### src/hdl/assert_macros.svh
`ifndef ASSERT_MACROS_SVH
`define ASSERT_MACROS_SVH

// property checked on every rising edge of clk, masked while arst_n is low
`define BTPA_ASSERT(lbl, prop, msg) \
	lbl: assert property (@(posedge clk) disable iff (!arst_n) prop) \
		else $error(msg);

// condition that must never be seen
`define BTPA_ASSERT_NEVER(lbl, cond, msg) \
	`BTPA_ASSERT(lbl, !(cond), msg)

`endif

### src/hdl/btpa_pkg.sv
`default_nettype none

package btpa_pkg;

	localparam int POOL_BYTES  = 65536;
	localparam int MAX_BLOCKS  = 32;
	localparam int ALIGN_LOG2  = 2;
	localparam int ALIGN_BYTES = 1 << ALIGN_LOG2;

	localparam int OP_W     = 2;
	localparam int SIZE_W   = 17;
	localparam int OFF_W    = 16;
	localparam int STATUS_W = 3;
	localparam int KIND_W   = 3;

	localparam int CNT_W = $clog2(MAX_BLOCKS + 1);
	localparam int IDX_W = (MAX_BLOCKS > 1) ? $clog2(MAX_BLOCKS) : 1;

	localparam int QDEPTH = 2;
	localparam int QPTR_W = (QDEPTH > 1) ? $clog2(QDEPTH) : 1;
	localparam int QCNT_W = $clog2(QDEPTH + 1);

	localparam logic [OP_W-1:0] OP_ALLOC = OP_W'(0);
	localparam logic [OP_W-1:0] OP_FREE  = OP_W'(1);
	localparam logic [OP_W-1:0] OP_CLEAR = OP_W'(2);

	localparam logic [KIND_W-1:0] KIND_ALLOC     = KIND_W'(0);
	localparam logic [KIND_W-1:0] KIND_FREE      = KIND_W'(1);
	localparam logic [KIND_W-1:0] KIND_CLEAR     = KIND_W'(2);
	localparam logic [KIND_W-1:0] KIND_NOP       = KIND_W'(3);
	localparam logic [KIND_W-1:0] KIND_TOO_LARGE = KIND_W'(4);

	localparam logic [STATUS_W-1:0] ST_OK         = STATUS_W'(0);
	localparam logic [STATUS_W-1:0] ST_TOO_LARGE  = STATUS_W'(1);
	localparam logic [STATUS_W-1:0] ST_TABLE_FULL = STATUS_W'(2);
	localparam logic [STATUS_W-1:0] ST_EXHAUSTED  = STATUS_W'(3);
	localparam logic [STATUS_W-1:0] ST_NOT_FOUND  = STATUS_W'(4);

	typedef struct packed {
		logic [KIND_W-1:0] kind;
		logic [SIZE_W-1:0] need;
		logic [OFF_W-1:0]  offset;
	} cmd_t;

	typedef struct packed {
		logic [OFF_W-1:0]  offset;
		logic [SIZE_W-1:0] size;
		logic              in_use;
	} entry_t;

	typedef struct packed {
		logic                valid;
		logic [STATUS_W-1:0] status;
		logic [OFF_W-1:0]    offset;
		logic [SIZE_W-1:0]   used;
		logic [SIZE_W-1:0]   free;
	} result_t;

endpackage

`default_nettype wire

### src/hdl/btpa_front.sv
`default_nettype none

module btpa_front (
	input  wire logic                       start,
	input  wire logic [btpa_pkg::OP_W-1:0]  op,
	input  wire logic [btpa_pkg::SIZE_W-1:0] req_size,
	input  wire logic [btpa_pkg::OFF_W-1:0] free_offset,
	input  wire logic                       q_full,
	output logic                            busy,
	output logic                            push,
	output btpa_pkg::cmd_t                  push_cmd
);
	import btpa_pkg::*;

	logic [SIZE_W:0] sum;
	logic [SIZE_W:0] need;
	logic            too_large;

	// round up to the alignment, one bit wider so the largest request cannot wrap
	assign sum       = {1'b0, req_size} + (SIZE_W+1)'(ALIGN_BYTES - 1);
	assign need      = sum & ~((SIZE_W+1)'(ALIGN_BYTES - 1));
	assign too_large = need > (SIZE_W+1)'(POOL_BYTES);

	assign busy = q_full;
	assign push = start && !q_full;

	always_comb begin
		push_cmd.need   = need[SIZE_W-1:0];
		push_cmd.offset = free_offset;
		unique case (op)
			OP_ALLOC: push_cmd.kind = too_large ? KIND_TOO_LARGE : KIND_ALLOC;
			OP_FREE:  push_cmd.kind = KIND_FREE;
			OP_CLEAR: push_cmd.kind = KIND_CLEAR;
			default:  push_cmd.kind = KIND_NOP;
		endcase
	end

endmodule

`default_nettype wire

### src/hdl/btpa_cmd_queue.sv
`default_nettype none
`include "assert_macros.svh"

module btpa_cmd_queue (
	input  wire logic           clk,
	input  wire logic           arst_n,
	input  wire logic           push,
	input  wire btpa_pkg::cmd_t push_cmd,
	input  wire logic           pop,
	output btpa_pkg::cmd_t      pop_cmd,
	output logic                full,
	output logic                empty
);
	import btpa_pkg::*;

	cmd_t              slot_q [QDEPTH];
	logic [QPTR_W-1:0] wptr_q;
	logic [QPTR_W-1:0] rptr_q;
	logic [QCNT_W-1:0] cnt_q;

	assign full    = cnt_q == QCNT_W'(QDEPTH);
	assign empty   = cnt_q == '0;
	assign pop_cmd = slot_q[rptr_q];

	always_ff @(posedge clk) begin
		if (push) begin
			slot_q[wptr_q] <= push_cmd;
		end
	end

	always_ff @(posedge clk or negedge arst_n) begin
		if (!arst_n) begin
			wptr_q <= '0;
			rptr_q <= '0;
			cnt_q  <= '0;
		end else begin
			if (push) begin
				wptr_q <= (wptr_q == QPTR_W'(QDEPTH - 1)) ? '0 : wptr_q + 1'b1;
			end
			if (pop) begin
				rptr_q <= (rptr_q == QPTR_W'(QDEPTH - 1)) ? '0 : rptr_q + 1'b1;
			end
			if (push && !pop) begin
				cnt_q <= cnt_q + 1'b1;
			end else if (pop && !push) begin
				cnt_q <= cnt_q - 1'b1;
			end
		end
	end

	`BTPA_ASSERT_NEVER(a_q_pop_empty, pop && empty, "command queue popped while empty")
	`BTPA_ASSERT_NEVER(a_q_push_full, push && full, "command queue pushed while full")
	`BTPA_ASSERT(a_q_cnt_range, cnt_q <= QCNT_W'(QDEPTH), "command queue count beyond depth")

endmodule

`default_nettype wire

### src/hdl/btpa_back.sv
`default_nettype none
`include "assert_macros.svh"

module btpa_back (
	input  wire logic           clk,
	input  wire logic           arst_n,
	input  wire logic           q_empty,
	input  wire btpa_pkg::cmd_t q_cmd,
	output logic                q_pop,
	output btpa_pkg::result_t   result
);
	import btpa_pkg::*;

	localparam logic S_IDLE = 1'b0;
	localparam logic S_SCAN = 1'b1;

	localparam logic [SIZE_W:0] POOL_EXT = (SIZE_W+1)'(POOL_BYTES);

	entry_t mem [MAX_BLOCKS];

	logic                state_q;
	cmd_t                cmd_q;
	logic [CNT_W-1:0]    cnt_q;
	logic [SIZE_W-1:0]   bump_q;
	logic [SIZE_W-1:0]   used_q;
	logic [CNT_W-1:0]    issue_q;
	logic                chk_valid_s1;
	logic [IDX_W-1:0]    chk_idx_s1;
	entry_t              rd_s1;
	logic                done_q;
	logic [STATUS_W-1:0] status_q;
	logic [OFF_W-1:0]    grant_q;

	logic            is_alloc;
	logic            issue;
	logic            alloc_hit;
	logic            free_hit;
	logic            hit;
	logic            scan_end;
	logic            tbl_full;
	logic            exhausted;
	logic            append;
	logic [SIZE_W:0] bump_sum;
	logic            we;
	logic [IDX_W-1:0] waddr;
	entry_t          wdata;

	assign is_alloc = cmd_q.kind == KIND_ALLOC;
	assign q_pop    = (state_q == S_IDLE) && !q_empty;

	// one table read issued per cycle during a scan, checked in the cycle after
	assign issue     = (state_q == S_SCAN) && (issue_q < cnt_q);
	assign alloc_hit = !rd_s1.in_use && (rd_s1.size >= cmd_q.need);
	assign free_hit  = rd_s1.offset == cmd_q.offset;
	assign hit       = (state_q == S_SCAN) && chk_valid_s1 && (is_alloc ? alloc_hit : free_hit);
	assign scan_end  = (state_q == S_SCAN) && !chk_valid_s1 && (issue_q >= cnt_q);

	assign bump_sum  = {1'b0, bump_q} + {1'b0, cmd_q.need};
	assign tbl_full  = cnt_q >= CNT_W'(MAX_BLOCKS);
	assign exhausted = ({1'b0, bump_q} >= POOL_EXT) || (bump_sum > POOL_EXT);
	assign append    = scan_end && is_alloc && !tbl_full && !exhausted;

	always_comb begin
		we    = 1'b0;
		waddr = chk_idx_s1;
		wdata = rd_s1;
		if (hit) begin
			we           = 1'b1;
			wdata.in_use = is_alloc;
		end else if (append) begin
			we           = 1'b1;
			waddr        = cnt_q[IDX_W-1:0];
			wdata.offset = bump_q[OFF_W-1:0];
			wdata.size   = cmd_q.need;
			wdata.in_use = 1'b1;
		end
	end

	always_ff @(posedge clk) begin
		if (we) begin
			mem[waddr] <= wdata;
		end
		if (issue) begin
			rd_s1      <= mem[issue_q[IDX_W-1:0]];
			chk_idx_s1 <= issue_q[IDX_W-1:0];
		end
	end

	always_ff @(posedge clk or negedge arst_n) begin
		if (!arst_n) begin
			state_q      <= S_IDLE;
			cmd_q        <= '0;
			cnt_q        <= '0;
			bump_q       <= '0;
			used_q       <= '0;
			issue_q      <= '0;
			chk_valid_s1 <= 1'b0;
			done_q       <= 1'b0;
			status_q     <= ST_OK;
			grant_q      <= '0;
		end else begin
			done_q <= 1'b0;
			unique case (state_q)
				S_IDLE: begin
					chk_valid_s1 <= 1'b0;
					issue_q      <= '0;
					if (q_pop) begin
						cmd_q    <= q_cmd;
						status_q <= ST_OK;
						grant_q  <= '0;
						unique case (q_cmd.kind) inside
							KIND_ALLOC, KIND_FREE: begin
								state_q <= S_SCAN;
							end
							KIND_CLEAR: begin
								cnt_q  <= '0;
								bump_q <= '0;
								used_q <= '0;
								done_q <= 1'b1;
							end
							KIND_TOO_LARGE: begin
								status_q <= ST_TOO_LARGE;
								done_q   <= 1'b1;
							end
							default: begin
								done_q <= 1'b1;
							end
						endcase
					end
				end
				S_SCAN: begin
					if (issue) begin
						issue_q <= issue_q + 1'b1;
					end
					chk_valid_s1 <= issue && !hit;
					if (hit) begin
						state_q  <= S_IDLE;
						done_q   <= 1'b1;
						status_q <= ST_OK;
						if (is_alloc) begin
							grant_q <= rd_s1.offset;
							used_q  <= used_q + rd_s1.size;
						end else if (rd_s1.in_use) begin
							used_q <= used_q - rd_s1.size;
						end
					end else if (scan_end) begin
						state_q <= S_IDLE;
						done_q  <= 1'b1;
						if (!is_alloc) begin
							status_q <= ST_NOT_FOUND;
						end else if (tbl_full) begin
							status_q <= ST_TABLE_FULL;
						end else if (exhausted) begin
							status_q <= ST_EXHAUSTED;
						end else begin
							status_q <= ST_OK;
							grant_q  <= bump_q[OFF_W-1:0];
							cnt_q    <= cnt_q + 1'b1;
							bump_q   <= bump_sum[SIZE_W-1:0];
							used_q   <= used_q + cmd_q.need;
						end
					end
				end
				default: begin
					state_q <= S_IDLE;
				end
			endcase
		end
	end

	assign result.valid  = done_q;
	assign result.status = status_q;
	assign result.offset = grant_q;
	assign result.used   = used_q;
	assign result.free   = SIZE_W'(POOL_EXT - {1'b0, used_q});

	`BTPA_ASSERT(a_cnt_range, cnt_q <= CNT_W'(MAX_BLOCKS), "entry count beyond table size")
	`BTPA_ASSERT(a_bump_range, bump_q <= SIZE_W'(POOL_BYTES), "bump end beyond pool")
	`BTPA_ASSERT(a_used_le_bump, used_q <= bump_q, "used bytes exceed allocated span")
	`BTPA_ASSERT_NEVER(a_hit_and_end, hit && scan_end, "scan hit and scan end together")

endmodule

`default_nettype wire

### src/hdl/block_table_pool_allocator_core.sv
// First-fit pool allocator over a table of up to 32 blocks. A request is taken
// when start is high and busy is low; busy rises only when the two-entry command
// queue between the front end and the table engine is full. Each request yields
// exactly one result, shown for one cycle with done high; results come in request
// order and cannot be held off, so the receiver must take them when they appear.
// Reset-all, oversize and unknown requests raise done in the cycle after dequeue.
// Allocate and free scan the table one entry per cycle through its single read
// port and stop at the first match; the next request is dequeued only when the
// scan ends, so the scan sets the sustained rate. No clearing pass is needed
// after reset: the scan never reads past the entry count.
`default_nettype none

module block_table_pool_allocator_core (
	input  wire logic                           clk,
	input  wire logic                           arst_n,
	input  wire logic                           start,
	output logic                                busy,
	input  wire logic [btpa_pkg::OP_W-1:0]      op,
	input  wire logic [btpa_pkg::SIZE_W-1:0]    req_size,
	input  wire logic [btpa_pkg::OFF_W-1:0]     free_offset,
	output logic                                done,
	output logic [btpa_pkg::STATUS_W-1:0]       status,
	output logic [btpa_pkg::OFF_W-1:0]          block_offset_out,
	output logic [btpa_pkg::SIZE_W-1:0]         used_bytes,
	output logic [btpa_pkg::SIZE_W-1:0]         free_bytes
);
	import btpa_pkg::*;

	logic    push;
	cmd_t    push_cmd;
	logic    q_full;
	logic    q_empty;
	logic    q_pop;
	cmd_t    q_cmd;
	result_t result;

	btpa_front u_front (
		.start       (start),
		.op          (op),
		.req_size    (req_size),
		.free_offset (free_offset),
		.q_full      (q_full),
		.busy        (busy),
		.push        (push),
		.push_cmd    (push_cmd)
	);

	btpa_cmd_queue u_queue (
		.clk      (clk),
		.arst_n   (arst_n),
		.push     (push),
		.push_cmd (push_cmd),
		.pop      (q_pop),
		.pop_cmd  (q_cmd),
		.full     (q_full),
		.empty    (q_empty)
	);

	btpa_back u_back (
		.clk     (clk),
		.arst_n  (arst_n),
		.q_empty (q_empty),
		.q_cmd   (q_cmd),
		.q_pop   (q_pop),
		.result  (result)
	);

	assign done             = result.valid;
	assign status           = result.status;
	assign block_offset_out = result.offset;
	assign used_bytes       = result.used;
	assign free_bytes       = result.free;

endmodule

`default_nettype wire
### config.mk
export PLATFORM = sky130hd
export DESIGN_NAME = block_table_pool_allocator_core
export DESIGN_NICKNAME = d
export VERILOG_FILES = /design/src/hdl/btpa_pkg.sv /design/src/hdl/btpa_front.sv /design/src/hdl/btpa_cmd_queue.sv /design/src/hdl/btpa_back.sv /design/src/hdl/block_table_pool_allocator_core.sv
export VERILOG_INCLUDE_DIRS = /design/src /design/src/hdl
export SDC_FILE = /design/constraint.sdc
export NUM_CORES = 1
export LEC_CHECK = 0
export BUFFER_PORTS_ARGS = -buffer_cell sky130_fd_sc_hd__clkbuf_2
export CAP_MARGIN = 30
export CORE_ASPECT_RATIO = 1.5
export CORE_MARGIN = 2
export CORE_UTILIZATION = 55
export DETAILED_ROUTE_END_ITERATION = 7
export GPL_TIMING_DRIVEN = 0
export PLACE_DENSITY_LB_ADDON = 0.2
export SYNTH_ARGS = -nofsm -noshare
export SYNTH_HDL_FRONTEND = slang
export SYNTH_HIERARCHICAL = 1
export SYNTH_SLANG_ARGS = --single-unit
### constraint.sdc
create_clock -name clk -period 7.9 [get_ports clk]
set_input_delay 1.185 -clock clk [delete_from_list [all_inputs] [get_ports clk]]
set_output_delay 1.185 -clock clk [all_outputs]
set_load 0.1 [all_outputs]
# Word level (Yosys, flattened, before mapping)
# Memory sizes are Yosys's and may differ from the RTL's. A register that Yosys moved wholly into a read port is not among the register bits.
# Index checks and enable logic that the tools add are counted.
# W data, S select, Z words.
classes:
  n_addsub: 12
  magnitude_cmp: 7
  bitwise_logic: 1
  muxes: 71
  n_eq_ne: 20
  n_reduce_logical: 35
op_table:
  columns: ["operator", "count"]
  rows:
  - ["$mux W17", 14]
  - ["$mux W16", 7]
  - ["$pmux W17 S2", 2]
  - ["$mux W6", 8]
  - ["$gt A18 B17 Y1 const B", 2]
  - ["$add A17 B17 Y17", 2]
  - ["$mux W34", 1]
  - ["$mux W33", 1]
  - ["$pmux W16 S2", 1]
  - ["$pmux W6 S2", 2]
  - ["$mux W1", 19]
  - ["$add A17 B17 Y18", 1]
  - ["$add A17 B2 Y18 const B", 1]
  - ["$mux W3", 6]
  - ["$ge A17 B17 Y1", 1]
  - ["$ge A17 B17 Y1 const B", 1]
  - ["$sub A17 B17 Y17", 1]
  - ["$sub A17 B17 Y17 const A", 1]
  - ["$eq A16 B16 Y1", 1]
  - ["$ne A2 B2 Y1 const B", 8]
  - ["$ne A3 B3 Y1 const B", 5]
  - ["$logic_and A1 B1 Y1", 14]
  - ["$reduce_and A7 Y1", 2]
  - ["$add A6 B1 Y6 const B", 2]
  - ["25 further kinds", 43]
word_totals:
  mem_count: 2
  regBits: 113
  wordCells: 164
  inputBits: 38
  ram_bits: 1156
mem_list:
  columns: ["memory", "depth", "word_bits", "read_ports", "rd_clocked_by_memory_dff", "write_ports", "line_no", "rtl"]
  rows:
  - ["u_back.mem", 32, 34, 1, 1, 1, "btpa_back.sv:19", "entry_t mem [MAX_BLOCKS];"]
  - ["u_queue.slot_q", 2, 34, 1, 0, 1, "btpa_cmd_queue.sv:16", "cmd_t slot_q [QDEPTH];"]

# Logic depth before layout (Yosys ltp)
# Gate-level depths: netlist of the first run.
logic_depth:
  ltp_word: 10
  depth_mapped: 25
  depth_no_buf: 22

# Hierarchy
# Netlist of the first run, hierarchy kept.
modules_own_cells:
  columns: ["module", "instances", "cells_each", "area_each_um2"]
  rows:
  - ["btpa_back", 1, 2564, 50367.1]
  - ["btpa_cmd_queue", 1, 128, 2934.1]
  - ["btpa_front", 1, 73, 523.0]

# Worst setup path before layout of the first run
# Ideal clock, no wire load.
synth_path:
  kind: "reg-to-reg"
  from: "register u_back/cmd_q[16] in the netlist's numbering"
  to: "memory u_back/mem[13][0] in the netlist's numbering, enable pin"
  setup_ns: 0.425
  setup_slack_ns: 2.760
  synth_period_minus_slack_ns: 5.140
  arrival_time_ns: 4.715
  stages_incl_launch_ff: 14
  path_cell_list: "dfrtp_1 ha_1 fa_1 a21o_1 a221oi_2 a21oi_1 xor2_1 nor3_1 nand4_1 o41ai_2 nand3_1 buf_2 o32a_4 nor2_1"
synth_between:
  elab_chain_len: 9
  elab_cells_between_ends: 15
  cone_classes: "1 x add/sub; 2 x order compare; 7 x mux; 5 x reduce/logical"
synth_lines:
  columns: ["element", "line_no", "rtl"]
  rows:
  - ["from (decl)", "btpa_back.sv:22", "cmd_t cmd_q;"]
  - ["from (signal assigned)", "btpa_back.sv:108", "cmd_q <= q_cmd;"]
  - ["$add A17 B17 Y18", "btpa_back.sv:58", "assign bump_sum = {1'b0, bump_q} + {1'b0, cmd_q.need};"]
  - ["$gt A18 B17 Y1", "btpa_back.sv:60", "assign exhausted = ({1'b0, bump_q} >= POOL_EXT) || (bump_sum > POOL_EXT);"]
  - ["$logic_or A1 B1 Y1", "btpa_back.sv:60", null]
  - ["$logic_not A1 Y1", "btpa_back.sv:61", "assign append = scan_end && is_alloc && !tbl_full && !exhausted;"]
  - ["$logic_and A1 B1 Y1", "btpa_back.sv:61", null]
  - ["$mux W1", "btpa_back.sv:70", "end else if (append) begin"]
  - ["$mux W1", "btpa_back.sv:67", "if (hit) begin"]
  - ["$mux W1", "btpa_back.sv:80", "if (we) begin"]
  - ["$mux W1 (implied by the code)", "btpa_back.sv:81", "mem[waddr] <= wdata;"]
  - ["to (decl)", "btpa_back.sv:19", null]
# Parallel ways exist; a longest one is shown, timed or not.

# Worst setup path after layout of the first run
layout_path:
  from: "register u_back/cmd_q[18] in the netlist's numbering"
  to: "register u_back.used_q[15]"
layout_between:
  elab_chain_len: 7
  elab_cells_between_ends: 19
  cone_classes: "2 x add/sub; 2 x order compare; 4 x eq/ne; 7 x mux; 4 x reduce/logical"
layout_lines:
  columns: ["element", "line_no", "rtl"]
  rows:
  - ["branches (longest 7 deep; another with $add A17 B17 Y18)", null, null]
  - ["to (signal assigned)", "btpa_back.sv:142", "used_q <= used_q + rd_s1.size;"]
  - ["to (signal assigned)", "btpa_back.sv:144", "used_q <= used_q - rd_s1.size;"]
  - ["to (signal assigned)", "btpa_back.sv:160", "used_q <= used_q + cmd_q.need;"]
  - ["to (decl)", "btpa_back.sv:25", "logic [SIZE_W-1:0] used_q;"]
# Several ways; the timed one is not identified. The select of a mux whose other input is x is not followed.
# A chain may end at the register's enable or synchronous reset.

==> impl_metrics.toml, run 1 <==
[synth]
yosysTopAreaCellShare = 0.669
yosysWarnings = 6
synth_area_leaders = "edfxtp_1 (67%), mux4_2 (14%), dfrtp_1 (5.0%)"
ys.flop_type = "edfxtp_1"
synth_edf_count = 1199
synth_area_leader_cell = "edfxtp_1"
synthArstFlopShare = 0.0826
synth_cell_types = 76
synth_seq_area_share = 0.719
netlist_area_mm2 = 0.0538
synth_area_per_cell_um2 = 19.5
syn_inst = 2765
synth-seq-cells = 1307

[global_routing]
grt-ovfl-total = 0
grt_pass1_wl_um = 204000
grt_antenna_before_repair = 2
grtUsageTotal = 0.288
grt_max_degree = 89
grt_pass1_vias = 29600

[clock_tree]
cts_root_buf = "clkbuf_16"
clkSlewWorstSetupHoldPaths_ps = 70
cts_hold_buffers = 0
numCtsBuffers = 114
cts.path.max_buffers = 3
cts_tree = "done"
clk_latency_ps = 740
post_cts_buffers = 0
cts_htree_levels = 3
cts_resized = 0
cts_sinks = 1307

[worst_setup_path]
cp-end-kind = "flop"
crit_type = "reg -> reg"
rr_endpoint = "u_back/used_q[15]"
cp-startpoint = "u_back/cmd_q[18]"
cp_max_fo = 10
reg2reg_depth = 23
start_kind = "flop"
crit_arrival_ps = 7180
crit_path_end = "u_back/used_q[15]"
worst-r2r-setup-slack_ps = 1350
r2r-start = "u_back/cmd_q[18]"
worstPathRequired_ps = 8530

[cells_and_area]
layout_commonest_cell = "edfxtp_1"
area_growth_pct = 15.4
layout_common_cells = "edfxtp_1 (1,199), mux4_2 (340), nand2_1 (147)"
stdcell_area_mm2 = 0.0621
num-nets-final = 3170
drive_gt1_frac = 0.286

[floorplanning]
die_x_um = 259
fp.dieH_um = 387
io_pins = 93
core_region_area_mm2 = 0.0970
start_util = 0.555
die_area_mm2 = 0.100
rows = 140

[power_and_ir_drop]
p_leak_nw = 20.4
clockPowerShare = 0.279
power.total_mw = 20.4
p_int_mw = 13.3
p_comb_frac = 0.290
p_seq_frac = 0.431
switching_share = 0.348
peakVddDrop_v = 0.000511
p_per_area_mw_per_mm2 = 329
switching_power_mw = 7.12

[drt]
via_per_inst = 6.37
drt_first_pass_iters = 5
wire_per_inst_um = 32.0
antenna_left = 0
num_vias = 28300
drt_iter0_markers = 3543
drc = 0
wirelength_um = 142000

[timing]
finalSetupViolations = 0
tightest_slew_ps = 1050
min_period_over_period = 0.829
rsz0062_at_grt = "false"
skew_ps = 31.9
relSlewSlack = 0.279
max_freq_mhz = 153
min_period_ps = 6550
timing.hold.ws_ps = 315
drv_slew = 0
hold_viol_final = 0

[place]
globalplace.congestion = 0.900
io_buffers = 74
dp_hpwl_um = 101000
place_area_mm2 = 0.0582

[status]
status = "completed"

[min_path]
worstHoldPathType = "in -> async"

[flow_run]
drv_cap = 0
-- worst min-delay path by stage --
stage,to,startpoint
2_1_floorplan,u_back/chk_idx_s1[2],u_back/issue_q[2]
3_3_place_gp,u_queue/wptr_q,u_queue/wptr_q
3_5_place_dp,u_back/chk_idx_s1[4],u_back/issue_q[4]
4_1_cts,u_back/grant_q[6],arst_n
5_1_grt,u_back/grant_q[9],arst_n
6_report,u_back/grant_q[10],arst_n
-- cell type report --
cell class / count / area, µm²
Buffer: 155 / 733
Fill cell: 6464 / 34900
Tap cell: 1278 / 1600
Timing Repair Buffer: 185 / 2560
Inverter: 52 / 195
Clock inverter: 84 / 888
Antenna cell: 1 / 2.50
Multi-Input combinational cell: 1252 / 14500
Clock buffer: 131 / 2920
Sequential cell: 1307 / 38700
-- power groups by stage --
stage	combinational, mW	sequential, mW	clock, mW
6_report	5.93	8.81	5.71
5_1_grt	6.27	8.83	6.05
4_1_cts	5.91	8.80	5.79
3_5_place_dp	5.88	8.95	0
3_3_place_gp	5.50	8.97	0
2_1_floorplan	3.75	9.32	0
-- routing by layer --
metal	up-vias	track usage	wire length, µm
met5	-	0	0
met1	14900	0.337	48100
met3	342	0.0348	9400
met2	1287	0.518	77300
met4	0	0.147	7540
li1	11800	-	-
-- synthesized netlist by cell type, types with 3 or more instances --
library cell  instances
a21o_1               15
and2_1                3
edfxtp_1           1199
ha_1                 63
or3_1                10
dfrtp_1             108
nor4_1               16
nor3b_1               3
mux4_2              340
a21oi_1              41
a31oi_1               7
or4_1                 4
o31a_1                4
o21ai_1              23
buf_4                21
a41oi_1               3
nor2b_1               9
o211ai_1              6
nor3_1               24
clkbuf_1             89
a211oi_1              5
and3_1                6
o21a_1                6
o21ai_0              54
o41ai_1               7
buf_12                3
mux2_2               85
buf_1                33
nand2_1             147
nor2_1               91
nand3_1              55
mux2_1               12
nand4_1              12
o31ai_1              19
nand2b_1              8
a2111oi_0             3
mux2i_1              11
xnor2_1              48
buf_2                 6
inv_1                50
xor2_1               44
mux2_4               29
-- cell families (layout without fill, tap and decap cells) --
group	Yosys count	count (layout)	share of synthesized area
adder cells (fa/ha/maj)	65	65	0.0154
multiplexers	477	477	0.173
AND/OR/NAND/NOR	402	402	0.0348
buffers and inverters	207	607	0.0172
XOR/XNOR	92	92	0.0150
flip-flops	1307	1307	0.719
AO/OA/AOI/OAI	214	214	0.0257
other	1	3	0.0000697
-- through the flow --
| step | setup TNS (ps) | utilization | setup slack (ps) | instances |
|---|---|---|---|---|
| after floorplan | 0 | - | 2760 | 2766 |
| after global placement | -501710 | 0.575 | -717 | 4118 |
| after detailed placement | 0 | 0.600 | 1480 | 4223 |
| after CTS | 0 | 0.639 | 1460 | 4438 |
| after global routing | 0 | 0.640 | 921 | 4445 |
| final | 0 | 0.640 | 1350 | 4445 |
-- registers in the layout (all words and copies together), names as in the netlist, 2 cells and up --
register / cells
u_back/cnt_q: 6
u_queue/slot_q: 72
u_back/rd_s1: 34
u_back/bump_q: 17
u_back/status_q: 3
u_back/mem: 1088
u_back/grant_q: 16
u_queue/cnt_q: 2
u_back/cmd_q: 36
u_back/issue_q: 6
u_back/used_q: 17
u_back/chk_idx_s1: 5
-- worst max-delay path: stages, from the launching register on --
cell and delay (ps):
dfrtp_1 510, inv_1 220, ha_1 350, a21oi_1 110, o21ai_0 110, a41oi_1 250
a21oi_1 160, o211ai_1 290, clkbuf_1 540, clkbuf_1 680, buf_1 430, nor2_1 100
a21oi_1 260, ha_1 320, a21oi_1 190, a21boi_0 140, o21ai_0 250, a21oi_1 160
a21oi_1 240, o21ai_0 150, a2111oi_0 470, nor3_1 140, xnor2_1 140, o31ai_1 200
Power figures use the tool's default switching activity.
==> inputs of run 2 (changes only) <==
--- a/config.mk
+++ b/config.mk
@@ -6,6 +6,7 @@
 export SDC_FILE = /design/constraint.sdc
 export NUM_CORES = 1
 export LEC_CHECK = 0
+export ABC_AREA = 1
 export BUFFER_PORTS_ARGS = -buffer_cell sky130_fd_sc_hd__clkbuf_2
 export CAP_MARGIN = 30
 export CORE_ASPECT_RATIO = 1.5
==> constraint.sdc (replaced) <==
create_clock -name clk -period 6.1 [get_ports clk]
set_input_delay 0.915 -clock clk [delete_from_list [all_inputs] [get_ports clk]]
set_output_delay 0.915 -clock clk [all_outputs]
set_load 0.1 [all_outputs]
==> impl_metrics.toml, run 2 <==
[status]
status = "completed"

[timing]
max_freq_mhz = 171
fin_ws_ps = 252
min_period_over_period = 0.959
tightest_slew_ps = 1160
finalSetupViolations = 0
skew_ps = 47.3
fin_setup_tns_ps = 0
rsz0062_at_grt = "false"
hold_viol_final = 0
drv_slew = 0
min_period_ps = 5850
relSlewSlack = 0.222

[clock_tree]
clkSlewWorstSetupHoldPaths_ps = 70
numCtsBuffers = 117
cts_tree = "done"
cts_root_buf = "clkbuf_16"
cts_htree_levels = 3
clk_latency_ps = 760
cts.path.max_buffers = 3
cts_sinks = 1307

[floorplanning]
io_pins = 93
die_area_mm2 = 0.104
start_util = 0.553
rows = 143
fp.dieH_um = 394
core_region_area_mm2 = 0.101
die_x_um = 264

[drt]
drt_iter0_markers = 5420
wire_per_inst_um = 30.2
num_vias = 40700
drt_first_pass_iters = 6
via_per_inst = 6.33
drc = 0
antenna_left = 0
wirelength_um = 194000

[power_and_ir_drop]
p_leak_nw = 22.9
p_seq_frac = 0.386
clockPowerShare = 0.255
switching_share = 0.398
power.total_mw = 30.3
switching_power_mw = 12.1
p_per_area_mw_per_mm2 = 471
p_int_mw = 18.2
peakVddDrop_v = 0.000717
p_comb_frac = 0.360

[place]
globalplace.congestion = 1.06
place_inst = 6193
io_buffers = 76
dp_hpwl_um = 137000
post-place-ws_ps = 545

[worst_setup_path]
crit_type = "reg -> reg"
worst-r2r-setup-slack_ps = 250
crit_arrival_ps = 6270
reg2reg_depth = 15
worstPathRequired_ps = 6520
cp_max_fo = 18
start_kind = "flop"
cp-end-kind = "flop"

[global_routing]
grt-ovfl-total = 0
grt_pass1_vias = 38900
grt_max_degree = 105
grtUsageTotal = 0.373
grt_pass1_wl_um = 274000
grt_antenna_before_repair = 9

[cells_and_area]
final_cells = 6433
finish.utilization = 0.638
largest_reg_flops = 1088
area_growth_pct = 15.4
reg.largest.list = "u_back/mem x1088, u_queue/slot_q x72, u_back/cmd_q x36"
layout_commonest_cell = "edfxtp_1"
num-nets-final = 5128
largest_register = "u_back/mem"
drive_gt1_frac = 0.117
layout_common_cells = "edfxtp_1 (1,199), nor2_1 (758), o21ai_0 (705)"

[synth]
yosysWarnings = 6
netlist_area_mm2 = 0.0558
synth_area_per_cell_um2 = 11.8
synth_area_leaders = "edfxtp_1 (65%), o21ai_0 (6.3%), nor2_1 (5.3%)"
yosysTopAreaCellShare = 0.646
ys.flop_type = "edfxtp_1"
syn_inst = 4731
synth_cell_types = 58
synth_seq_area_share = 0.694
synthArstFlopShare = 0.0826
synth_area_leader_cell = "edfxtp_1"
synth.most_common_cell = "edfxtp_1"
synth-seq-cells = 1307
synth_edf_count = 1199
ys_top_cells_by_count = "edfxtp_1 (1,199), nor2_1 (792), o21ai_0 (707), nand2_1 (565), o22ai_1 (324)"

[min_path]
worstHoldPathType = "in -> reg"
min_path_cells = 1

[flow_run]
drv_cap = 0
## run 2: cell types whose count changed in the layout (fill, tap and decap cells not counted), moves of 30 or more
cell,before,now
nor2_1,59,758
o21ai_0,45,705
nand2_1,147,565
mux4_2,340,0
o22ai_1,1,324
clkbuf_1,106,243
inv_1,50,170
mux2_2,85,17
buf_12,25,56
buf_8,45,15
## run 2: logic make-up after synthesis
group | after synthesis | share of synthesized area
AO/OA/AOI/OAI | 1225 | 0.120
XOR/XNOR | 63 | 0.0100
adder cells (fa/ha/maj) | 65 | 0.0149
buffers and inverters | 484 | 0.0362
flip-flops | 1307 | 0.694
multiplexers | 46 | 0.0112
other | 1 | 0.0000673
AND/OR/NAND/NOR | 1540 | 0.113
## run 2: power by group through the flow
stage	logic, mW	clock network, mW	registers (mW)
CTS	10.6	7.78	11.7
detailed placement	10.6	0	11.9
global placement	9.74	0	12.0
global route	11.4	8.07	11.7
finish	10.9	7.72	11.7
floorplan	5.94	0	12.4
## run 2: worst paths after layout
path	end	start
hold / removal	u_queue/slot_q[1][0]	free_offset[0]
setup reg to reg	u_back/mem[12][31]	u_back/issue_q[0]
max in group asynchronous	u_back/issue_q[2]	arst_n
hold reg to reg	u_back/grant_q[13]	u_back/grant_q[13]
setup / recovery	u_back/mem[12][31]	u_back/issue_q[0]
min in group asynchronous	u_queue/cnt_q[0]	arst_n
## run 2: cell type report
| type | count | area [µm²] |
|---|---|---|
| plain buffers | 300 | 1330 |
| fillers | 7706 | 36600 |
| flip-flops and latches | 1307 | 38700 |
| multi-input cells | 2941 | 15700 |
| diodes | 4 | 10.0 |
| clock inverters | 82 | 921 |
| clock buffers | 136 | 3090 |
| inverters | 184 | 691 |
| well taps | 1305 | 1630 |
| repair buffers | 174 | 2280 |
## run 2: metrics by stage
stage                     hold WS (ps)  area, µm²
final                              367      64300
after floorplan                    463      55800
after detailed placement           479      60100
after global routing               362      64300
after global placement             472      57800
after CTS                          322      64100
## run 2: worst max-delay path, cell delays in order, from the launching register on
cell	delay, ps
dfrtp_1	580
inv_1	460
buf_2	450
clkbuf_1	550
clkbuf_1	590
ha_1	210
nand3_1	80
nand2_1	140
nand3_2	180
nor3_2	280
buf_2	250
nand4_1	120
nand2_1	200
nand3_4	270
nor2_4	830
buf_12	270
## run 2: routing by layer
metal,up-vias,part of all wire,track usage
met1,19800,0.32,0.427
met4,12,0.099,0.307
li1,17600,-,-
met5,-,0.00035,0
met3,648,0.10,0.0809
met2,2655,0.47,0.604
## run 2: repair_timing
| item | CTS | global route |
|---|---|---|
| hold buffers | 1 | 0 |
| resized for setup | 0 | 0 |
| buffers inserted | 0 | 0 |
| endpoints found under the hold margin | 4 | 0 |
